$ cat config.mk
export PLATFORM = sky130hd
export DESIGN_NAME = uart_dual_ring_buffer
export DESIGN_NICKNAME = d
export VERILOG_FILES = /design/src/hw/rtl/udrb_pkg.sv /design/src/hw/rtl/udrb_cell.sv /design/src/hw/rtl/udrb_queue.sv /design/src/hw/rtl/uart_dual_ring_buffer.sv
export VERILOG_INCLUDE_DIRS = /design/src /design/src/hw/rtl
export SDC_FILE = /design/constraint.sdc
export NUM_CORES = 1
export LEC_CHECK = 0
export ABC_AREA = 1
export BUFFER_PORTS_ARGS = -buffer_cell sky130_fd_sc_hd__buf_2
export CAP_MARGIN = 25
export CORE_MARGIN = 5
export CORE_UTILIZATION = 26
export DETAILED_ROUTE_END_ITERATION = 8
export PLACE_DENSITY = 0.48
export REMOVE_ABC_BUFFERS = 1
export SETUP_SLACK_MARGIN = 0.4
export SYNTH_ARGS = -nofsm -noshare
export SYNTH_HDL_FRONTEND = slang
export SYNTH_HIERARCHICAL = 1
export SYNTH_SLANG_ARGS = --single-unit
$ cat constraint.sdc
create_clock -name clk -period 4.6 [get_ports clk]
set_input_delay 0.46 -clock clk [delete_from_list [all_inputs] [get_ports clk]]
set_output_delay 0.46 -clock clk [all_outputs]
set_load 0.02 [all_outputs]
$ cat src/hw/rtl/uart_dual_ring_buffer_macros.svh
// Assertion macros shared by the ring buffer RTL.
`ifndef UART_DUAL_RING_BUFFER_MACROS_SVH
`define UART_DUAL_RING_BUFFER_MACROS_SVH

// Checks that the consequent holds in the same cycle as the antecedent.
`define UDRB_ASSERT_NOW(label, clk, rst_n, ante, cons, msg) \
    label: assert property (@(posedge clk) disable iff (!rst_n) (ante) |-> (cons)) \
        else $error(msg);

// Checks that the consequent holds in the cycle after the antecedent.
`define UDRB_ASSERT_NEXT(label, clk, rst_n, ante, cons, msg) \
    label: assert property (@(posedge clk) disable iff (!rst_n) (ante) |=> (cons)) \
        else $error(msg);

`endif

$ cat src/hw/rtl/udrb_pkg.sv
// Package with the types and constants of the dual UART ring buffer.
`timescale 1ns / 1ps
package udrb_pkg;

    localparam int DEFAULT_BUFFER_DEPTH = 16;
    localparam int OP_W                 = 3;
    localparam int BYTE_W               = 8;
    localparam int RX_COUNT_W           = 4;

    typedef enum logic [OP_W-1:0] {
        OP_WRITE     = 3'd0,
        OP_READ      = 3'd1,
        OP_RECEIVE   = 3'd2,
        OP_SLOT_FREE = 3'd3,
        OP_FLUSH     = 3'd4
    } op_t;

    typedef struct packed {
        logic [OP_W-1:0]   operation;
        logic [BYTE_W-1:0] data_byte;
        logic              line_error;
    } req_t;

    typedef struct packed {
        logic [BYTE_W-1:0]     out_byte;
        logic                  out_valid;
        logic                  accepted;
        logic [RX_COUNT_W-1:0] rx_count;
        logic                  tx_active;
    } rsp_t;

    typedef struct packed {
        logic load;
        logic shift;
    } cell_ctl_t;

endpackage

$ cat src/hw/rtl/udrb_cell.sv
// One storage cell of a byte queue, loading a new byte or its neighbour's byte.
`timescale 1ns / 1ps
module udrb_cell (
    input  logic                         clk,
    input  udrb_pkg::cell_ctl_t          ctl,
    input  logic [udrb_pkg::BYTE_W-1:0]  new_byte,
    input  logic [udrb_pkg::BYTE_W-1:0]  neighbour_byte,
    output logic [udrb_pkg::BYTE_W-1:0]  cell_byte
);
    import udrb_pkg::*;

    logic [BYTE_W-1:0] byte_reg;
    logic [BYTE_W-1:0] byte_next;

    always_comb
    begin
        byte_next = byte_reg;
        if (ctl.load)
        begin
            byte_next = new_byte;
        end
        else if (ctl.shift)
        begin
            byte_next = neighbour_byte;
        end
    end

    always_ff @(posedge clk)
    begin
        byte_reg <= byte_next;
    end

    assign cell_byte = byte_reg;

endmodule

$ cat src/hw/rtl/udrb_queue.sv
// Byte queue built as a row of cells that shift towards the head on each pop.
`timescale 1ns / 1ps
module udrb_queue #(
    parameter int DEPTH = udrb_pkg::DEFAULT_BUFFER_DEPTH
) (
    input  logic                                clk,
    input  logic                                rst_n,
    input  logic                                push,
    input  logic                                pop,
    input  logic                                clear,
    input  logic [udrb_pkg::BYTE_W-1:0]         push_byte,
    output logic [udrb_pkg::BYTE_W-1:0]         head_byte,
    output logic                                full,
    output logic                                empty,
    output logic [$clog2(DEPTH)-1:0]            count,
    output logic [$clog2(DEPTH)-1:0]            count_next
);
    import udrb_pkg::*;
    `include "uart_dual_ring_buffer_macros.svh"

    localparam int CW    = $clog2(DEPTH);
    localparam int NCELL = DEPTH - 1;

    logic [CW-1:0]     count_reg;
    logic [BYTE_W-1:0] cell_bytes [NCELL];

    always_comb
    begin
        count_next = count_reg;
        if (clear)
        begin
            count_next = '0;
        end
        else if (push)
        begin
            count_next = count_reg + 1'b1;
        end
        else if (pop)
        begin
            count_next = count_reg - 1'b1;
        end
    end

    always_ff @(posedge clk or negedge rst_n)
    begin
        if (!rst_n)
        begin
            count_reg <= '0;
        end
        else
        begin
            count_reg <= count_next;
        end
    end

    for (genvar i = 0; i < NCELL; i++)
    begin : g_cell
        cell_ctl_t         ctl;
        logic [BYTE_W-1:0] neighbour;

        assign ctl = '{load:  push && !clear && (count_reg == CW'(i)),
                       shift: pop && !clear};

        if (i == NCELL - 1)
        begin : g_last
            assign neighbour = '0;
        end
        else
        begin : g_inner
            assign neighbour = cell_bytes[i + 1];
        end

        udrb_cell u_cell (
            .clk            (clk),
            .ctl            (ctl),
            .new_byte       (push_byte),
            .neighbour_byte (neighbour),
            .cell_byte      (cell_bytes[i])
        );
    end

    assign head_byte = cell_bytes[0];
    assign full      = (count_reg == CW'(NCELL));
    assign empty     = (count_reg == '0);
    assign count     = count_reg;

    `UDRB_ASSERT_NOW(a_no_push_full, clk, rst_n, push, !full, "Push into a full queue.")
    `UDRB_ASSERT_NOW(a_no_pop_empty, clk, rst_n, pop, !empty, "Pop from an empty queue.")
    `UDRB_ASSERT_NOW(a_one_command, clk, rst_n, push, !pop, "Push and pop in one cycle.")
    `UDRB_ASSERT_NEXT(a_push_count, clk, rst_n, push && !clear,
        count_reg == CW'($past(count_reg) + 1'b1), "Push did not raise the count by one.")
    `UDRB_ASSERT_NEXT(a_clear_empty, clk, rst_n, clear, empty, "Queue not empty after a clear.")

endmodule

$ cat src/hw/rtl/uart_dual_ring_buffer.sv
// Top level of the dual UART ring buffer: transmit and receive queues with a transmitter flag.
//
// Channel | Direction | Handshake               | Payload
// req     | in        | req_valid / req_stall   | udrb_pkg::req_t
// rsp     | out       | rsp_valid / rsp_stall   | udrb_pkg::rsp_t
//
// Each transaction is decoded combinationally and its result sits in the output register,
// so one transaction is taken per clock while the response side keeps up.
// The output register is the only stage; req_stall rises only while it holds a result
// that the response side stalls.
// Reset empties both queues, clears the transmitter flag and the output valid flag.
// No clearing pass is needed after reset.
`timescale 1ns / 1ps
module uart_dual_ring_buffer #(
    parameter int BUFFER_DEPTH = udrb_pkg::DEFAULT_BUFFER_DEPTH
) (
    input  logic             clk,
    input  logic             rst_n,
    input  logic             req_valid,
    output logic             req_stall,
    input  udrb_pkg::req_t   req,
    output logic             rsp_valid,
    input  logic             rsp_stall,
    output udrb_pkg::rsp_t   rsp
);
    import udrb_pkg::*;

    localparam int CW = $clog2(BUFFER_DEPTH);

    logic              fire;
    logic              tx_push, tx_pop, rx_push, rx_pop, flush;
    logic [BYTE_W-1:0] tx_head_byte, rx_head_byte;
    logic              tx_full, tx_empty, rx_full, rx_empty;
    logic [CW-1:0]     tx_count, tx_count_next, rx_count_q, rx_count_next;
    logic [CW+RX_COUNT_W-1:0] rx_count_ext;

    logic tx_on_reg, tx_on_next;
    logic rsp_valid_reg, rsp_valid_next;
    rsp_t rsp_reg, rsp_next;

    assign req_stall = rsp_valid_reg && rsp_stall;
    assign fire      = req_valid && !req_stall;

    always_comb
    begin
        tx_push    = 1'b0;
        tx_pop     = 1'b0;
        rx_push    = 1'b0;
        rx_pop     = 1'b0;
        flush      = 1'b0;
        tx_on_next = tx_on_reg;
        rsp_next   = '0;
        if (fire)
        begin
            case (req.operation)
                OP_WRITE:
                begin
                    if (!tx_full)
                    begin
                        tx_push           = 1'b1;
                        tx_on_next        = 1'b1;
                        rsp_next.accepted = 1'b1;
                    end
                end
                OP_READ:
                begin
                    if (!req.line_error && !rx_empty)
                    begin
                        rx_pop             = 1'b1;
                        rsp_next.out_byte  = rx_head_byte;
                        rsp_next.out_valid = 1'b1;
                    end
                end
                OP_RECEIVE:
                begin
                    if (!rx_full)
                    begin
                        rx_push           = 1'b1;
                        rsp_next.accepted = 1'b1;
                    end
                end
                OP_SLOT_FREE:
                begin
                    if (tx_on_reg)
                    begin
                        if (tx_empty)
                        begin
                            tx_on_next = 1'b0;
                        end
                        else
                        begin
                            tx_pop             = 1'b1;
                            rsp_next.out_byte  = tx_head_byte;
                            rsp_next.out_valid = 1'b1;
                            if (tx_count == CW'(1))
                            begin
                                tx_on_next = 1'b0;
                            end
                        end
                    end
                end
                OP_FLUSH:
                begin
                    flush = 1'b1;
                end
                default:
                begin
                end
            endcase
        end
        rx_count_ext       = {{RX_COUNT_W{1'b0}}, rx_count_next};
        rsp_next.rx_count  = req.line_error ? '0 : rx_count_ext[RX_COUNT_W-1:0];
        rsp_next.tx_active = tx_on_next;
    end

    always_comb
    begin
        if (fire)
        begin
            rsp_valid_next = 1'b1;
        end
        else if (rsp_stall)
        begin
            rsp_valid_next = rsp_valid_reg;
        end
        else
        begin
            rsp_valid_next = 1'b0;
        end
    end

    always_ff @(posedge clk or negedge rst_n)
    begin
        if (!rst_n)
        begin
            tx_on_reg     <= 1'b0;
            rsp_valid_reg <= 1'b0;
        end
        else
        begin
            tx_on_reg     <= tx_on_next;
            rsp_valid_reg <= rsp_valid_next;
        end
    end

    always_ff @(posedge clk)
    begin
        if (fire)
        begin
            rsp_reg <= rsp_next;
        end
    end

    udrb_queue #(
        .DEPTH (BUFFER_DEPTH)
    ) u_tx_queue (
        .clk        (clk),
        .rst_n      (rst_n),
        .push       (tx_push),
        .pop        (tx_pop),
        .clear      (flush),
        .push_byte  (req.data_byte),
        .head_byte  (tx_head_byte),
        .full       (tx_full),
        .empty      (tx_empty),
        .count      (tx_count),
        .count_next (tx_count_next)
    );

    udrb_queue #(
        .DEPTH (BUFFER_DEPTH)
    ) u_rx_queue (
        .clk        (clk),
        .rst_n      (rst_n),
        .push       (rx_push),
        .pop        (rx_pop),
        .clear      (flush),
        .push_byte  (req.data_byte),
        .head_byte  (rx_head_byte),
        .full       (rx_full),
        .empty      (rx_empty),
        .count      (rx_count_q),
        .count_next (rx_count_next)
    );

    assign rsp_valid = rsp_valid_reg;
    assign rsp       = rsp_reg;

    `include "uart_dual_ring_buffer_macros.svh"

    `UDRB_ASSERT_NOW(a_tx_on_when_queued, clk, rst_n, !tx_empty, tx_on_reg,
        "Transmit bytes queued while the transmitter is inactive.")
    `UDRB_ASSERT_NEXT(a_stall_holds_rsp, clk, rst_n, rsp_valid_reg && rsp_stall,
        rsp_valid_reg && (rsp_reg == $past(rsp_reg)), "Stalled response changed.")
    `UDRB_ASSERT_NOW(a_rx_count_lines, clk, rst_n, rx_pop, rx_count_q != '0,
        "Host read from an empty receive queue.")
    `UDRB_ASSERT_NEXT(a_flush_empties, clk, rst_n, flush, tx_empty && rx_empty,
        "Flush left bytes queued.")
    `UDRB_ASSERT_NOW(a_tx_drain_flag, clk, rst_n, tx_pop,
        (tx_count_next == '0) == !tx_on_next,
        "Transmitter flag does not follow the draining of the transmit queue.")

endmodule
# Word-level counts from Yosys, hierarchy flattened

Index checks and enable logic that the tools add are counted.

Flip-flop bits (word level): 265
RAM bits: 0
Memory bits (read-only): 0
Memories: 0
Latch bits: 0
Word-level logic and storage cells: 247
Bits of input ports: 16
Output and inout bits: 17

Multiplexer cells: 94
Bitwise logic cells: 0
Magnitude comparators: 0
Shift operators: 0
Multiply operators: 0
Equal/unequal tests: 35
Div/mod/pow operators: 0
Add/subtract/negate cells: 4
Reductions and logical operators: 75

Operators with widths:

| operator                                         | count |
|---|---|
| two-way mux 8 bit                                | 60 |
| == test 4 bit, second input constant             | 16 |
| nonzero test 2 bit                               | 30 |
| logical AND 1 bit                                | 37 |
| == test 4 x 3 -> 1 bit, second input constant    | 8 |
| two-way mux 9 bit                                | 3 |
| two-way mux 4 bit                                | 6 |
| two-way mux 1 bit                                | 22 |
| case mux 9 bit (2 select lines)                  | 1 |
| == test 4 x 2 -> 1 bit, second input constant    | 4 |
| adder 4 x 1 -> 4 bit, second input constant      | 2 |
| == test 4 x 1 -> 1 bit, second input constant    | 2 |
| zero test 4 bit                                  | 2 |
| subtractor 4 x 1 -> 4 bit, second input constant | 2 |
| == test 3 x 2 -> 1 bit, second input constant    | 2 |
| zero test 1 bit                                  | 4 |
| case mux 1 bit (2 select lines)                  | 2 |
| == test 3 x 1 -> 1 bit, second input constant    | 1 |
| == test 3 bit, second input constant             | 1 |
| zero test 3 bit                                  | 1 |
| nonzero test 3 bit                               | 1 |
| != test 2 x 1 -> 1 bit, second input constant    | 1 |

# Logic depth before layout (Yosys ltp)

Depth after elaboration: 9
Gate-level depth with buffers: 15
Mapped depth without buffers: 15

# Cells and area by module

Netlist, hierarchy kept.

By module, submodules not included:

| module                  | cells each | sequential area each (um2) | area each (um2) | times used |
|---|---|---|---|---|
| udrb_cell               | 35         | 240.2                      | 351.6           | 30 |
| uart_dual_ring_buffer   | 89         | 500.5                      | 875.8           | 1 |
| udrb_queue (u_rx_queue) | 65         | 100.1                      | 400.4           | 1 |
| udrb_queue (u_tx_queue) | 66         | 100.1                      | 395.4           | 1 |

# Least setup slack after synthesis

No wires, ideal clock.

Kind: register to register
Start point: reg rsp_valid_reg (netlist: rsp_valid)
End point: reg u_rx_queue.g_cell[0].u_cell.byte_reg[0] (enable)
Setup slack: 0.902 ns
Data arrival time: 3.415 ns
Cell stages (with the launch flop): 8
Period minus slack after synthesis: 3.698 ns
Path buffers: 0
Cells stage by stage: dfrtp_1 -> nand2_1 -> inv_1 -> nor2_2 -> inv_1 -> nor4_1 -> nor2_1 -> or2_1

RTL lines:

| element                | RTL line                     | text |
|---|---|---|
| from (decl)            | uart_dual_ring_buffer.sv:38  | `logic rsp_valid_reg, rsp_valid_next;` |
| from (signal assigned) | uart_dual_ring_buffer.sv:142 | `rsp_valid_reg <= rsp_valid_next;` |
| to (signal assigned)   | udrb_cell.sv:30              | `byte_reg <= byte_next;` |
| to (decl)              | udrb_cell.sv:12              | `logic [BYTE_W-1:0] byte_reg;` |

==> impl_metrics.csv <==
group,metric,value,unit
worst_setup_path,startpoint_type,"flip-flop",
timing,finalCritPeriodShare,0.707,
detailed_routing,dr.pass1.iters,5,
worst_setup_path,cp.required,4.83,ns
cts,cts.root.buffer_cell,"clkbuf_16",
logic_synthesis,yosys_warnings,6,
floorplanning,std_cell_rows,79,
logic_synthesis,syn_area_per_cell,9.62,um^2
grt,grt_use_total,0.104,
floorplanning,die_area,0.0514,mm^2
final_layout,antennaDiodeCount,0,
logic_synthesis,synth_cell_type_count,26,
detailed_routing,final_antenna_net_count,0,
final_layout,layout-drive-gt1-share,0.106,
grt,grt_pass1_wl,42.5,mm
placement,place_hpwl,17.3,mm
timing,drv_slew,0,
logic_synthesis,synth_seq_cells,265,
logic_synthesis,synth-seq-area-share,0.647,
detailed_routing,drt-total-wl,26.5,mm
cts,ctsResizeCount,0,
timing,min_period,3.25,ns
detailed_routing,wl_per_cell,13.5,um
min_path,hp-class,"primary input to flip-flop",
worst_setup_path,crit_family,"simple AND/OR/NAND/NOR gates",
final_layout,final_cell_mix,"nand2_1, edfxtp_1, nor2_1",
timing,finalSetupViolCount,0,
cts,numCtsBuffers,31,
worst_setup_path,crit_arrival,3.48,ns
worst_setup_path,cp-end-kind,"flip-flop",
detailed_routing,drt_iter0_drc,541,
detailed_routing,dr_total_vias,8111,
cts,clkTransAtPathRegs,0.06,ns
detailed_routing,via_per_inst,4.14,
cts,cts_sinks,265,
worst_setup_path,critPathSlowestCell,"nor3_1",
worst_setup_path,critPathMaxFanout,18,
detailed_routing,drcViolationCount,0,
timing,clock_skew,0.0462,ns
timing,finalSetupTns,0,ns
flow_run,maxCapViolCount,0,
timing,relSlewSlack,0.312,
final_layout,stdcell_area,0.0139,mm^2
timing,hold_violations,0,
placement,io_buffers,32,
logic_synthesis,netlist_area,0.0122,mm^2
floorplanning,die_w,227,um
cts,insertion_delay,0.60,ns
worst_setup_path,worstPathCellList,"nand2_1, inv_1, nor2_2, buf_4, inv_1, nor2_1, nand2_1, nor3_1, or2_1",
final_layout,final_common_cell,"nand2_1",
floorplanning,core,0.0466,mm^2
power_and_ir_drop,ir_drop,308,uV
status,status,"complete, no violations",
final_layout,final_nets,1352,
placement,placed_area,0.0129,mm^2
timing,worst_hold_slack,0.0758,ns
cts,cts_tree,"built",
final_layout,area_growth,13.9,%
floorplanning,initial_utilization,0.262,
grt,grt_overflow_total,0,
grt,grt_max_degree,31,
floorplanning,pin_count,33,
timing,worst_slew_pin_slew,1.02,ns
placement,place.gp.congestion,0.764,
power_and_ir_drop,fin_total_pwr,0.00563,W
grt,grt_pass1_vias,7983,
cts,clock_path_buffers,3,
grt,antenna_found_initial,3,
cts,htreeDepth,1,
power_and_ir_drop,cellLeakagePower,5.81,nW
worst_setup_path,path_buf_inv,3,
timing,grt_setup_unrepaired,"false",
timing,fmax,0.308,GHz
power_and_ir_drop,powerDensity,405,mW/mm^2
worst_setup_path,worstSetupPathType,"flip-flop to flip-flop",
worst_setup_path,slowest_delay,0.87,ns
floorplanning,fp.dieH,227,um
logic_synthesis,synthCells,1270,
==> layer usage <==
metal	up-vias	share of wire	track usage
li1	4175	-	-
met1	3708	0.48	0.145
met2	181	0.44	0.166
met3	43	0.058	0.0208
met4	4	0.024	0.0246
met5	-	0.0011	0
==> worst reg2reg max path, stage by stage (launching register included) <==
cell and delay (ns):
dfrtp_1 0.38, nand2_1 0.08, inv_1 0.06, nor2_2 0.07, buf_4 0.27, inv_1 0.18, nor2_1 0.35, nand2_1 0.21
nor3_1 0.87, or2_1 0.42
==> power breakdown <==
group | total [W] | switching, W | internal, W
registers | 0.00279 | 0.0000586 | 0.00273
logic | 0.000445 | 0.000328 | 0.000117
clock network | 0.00240 | 0.00101 | 0.00140
==> path summary, 6_finish.rpt <==
kind / start / endpoint / slack (ns) / cells after the start
max: rsp_valid / u_rx_queue/g_cell[3].u_cell/cell_byte[4] / 1.35 / 9
min: req_valid / rsp_valid / 0.08 / 3
max reg2reg: rsp_valid / u_rx_queue/g_cell[3].u_cell/cell_byte[4] / 1.35 / 9
min reg2reg: u_tx_queue/g_cell[9].u_cell/cell_byte[0] / u_tx_queue/g_cell[8].u_cell/cell_byte[0] / 0.51 / 2
max in group asynchronous: rst_n / u_rx_queue/count[1] / 4.01 / 2
min in group asynchronous: rst_n / rsp_valid / 0.30 / 2
==> what timing repair did <==
action / 4_1_cts / 5_1_grt
setup buffers: 0 / 0
endpoints found under the hold margin: 10 / 0
hold buffers: 1 / 0
==> cell usage after synthesis (all sizes together) <==
master | number | area, um^2
a211oi | 2 | 15.0
a21oi | 7 | 38.8
buf | 31 | 349
conb | 2 | 7.51
dfrtp | 10 | 250
edfxtp | 255 | 7660
ha | 8 | 100
inv | 68 | 255
nand2 | 752 | 2830
nand3 | 17 | 90.1
nand3b | 1 | 7.51
nand4 | 2 | 12.5
nor2 | 62 | 255
nor3 | 9 | 56.3
nor4 | 1 | 6.26
o21ai | 11 | 85.1
or2 | 32 | 200
==> metrics by stage <==
| stage | util | worst slack [ns] | instances |
|---|---|---|---|
| CTS | 0.299 | 1.32 | 1960 |
| global placement | 0.277 | 1.26 | 1901 |
| global route | 0.299 | 1.02 | 1960 |
| floorplan | - | 0.820 | 1253 |
| finish | 0.299 | 1.35 | 1960 |
| detailed placement | 0.277 | 1.16 | 1901 |
==> layout make-up <==
type	instances	area, um^2
inverter	68	255
timing repair buffer	42	238
multi-input combinational	920	3770
clock inverter	20	165
clock buffer	38	832
fill	4811	32600
sequential	265	7910
tap	607	759
==> cell families after synthesis <==
| kind of cell | synth area share |
|---|---|
| adder cells (fa/ha/maj) | 0.00819 |
| buffers and inverters | 0.0495 |
| other | 0.000615 |
| AND/OR/NAND/NOR | 0.283 |
| flip-flops | 0.647 |
| AO/OA/AOI/OAI | 0.0114 |
No activity file was read; power rests on OpenSTA's default activity.
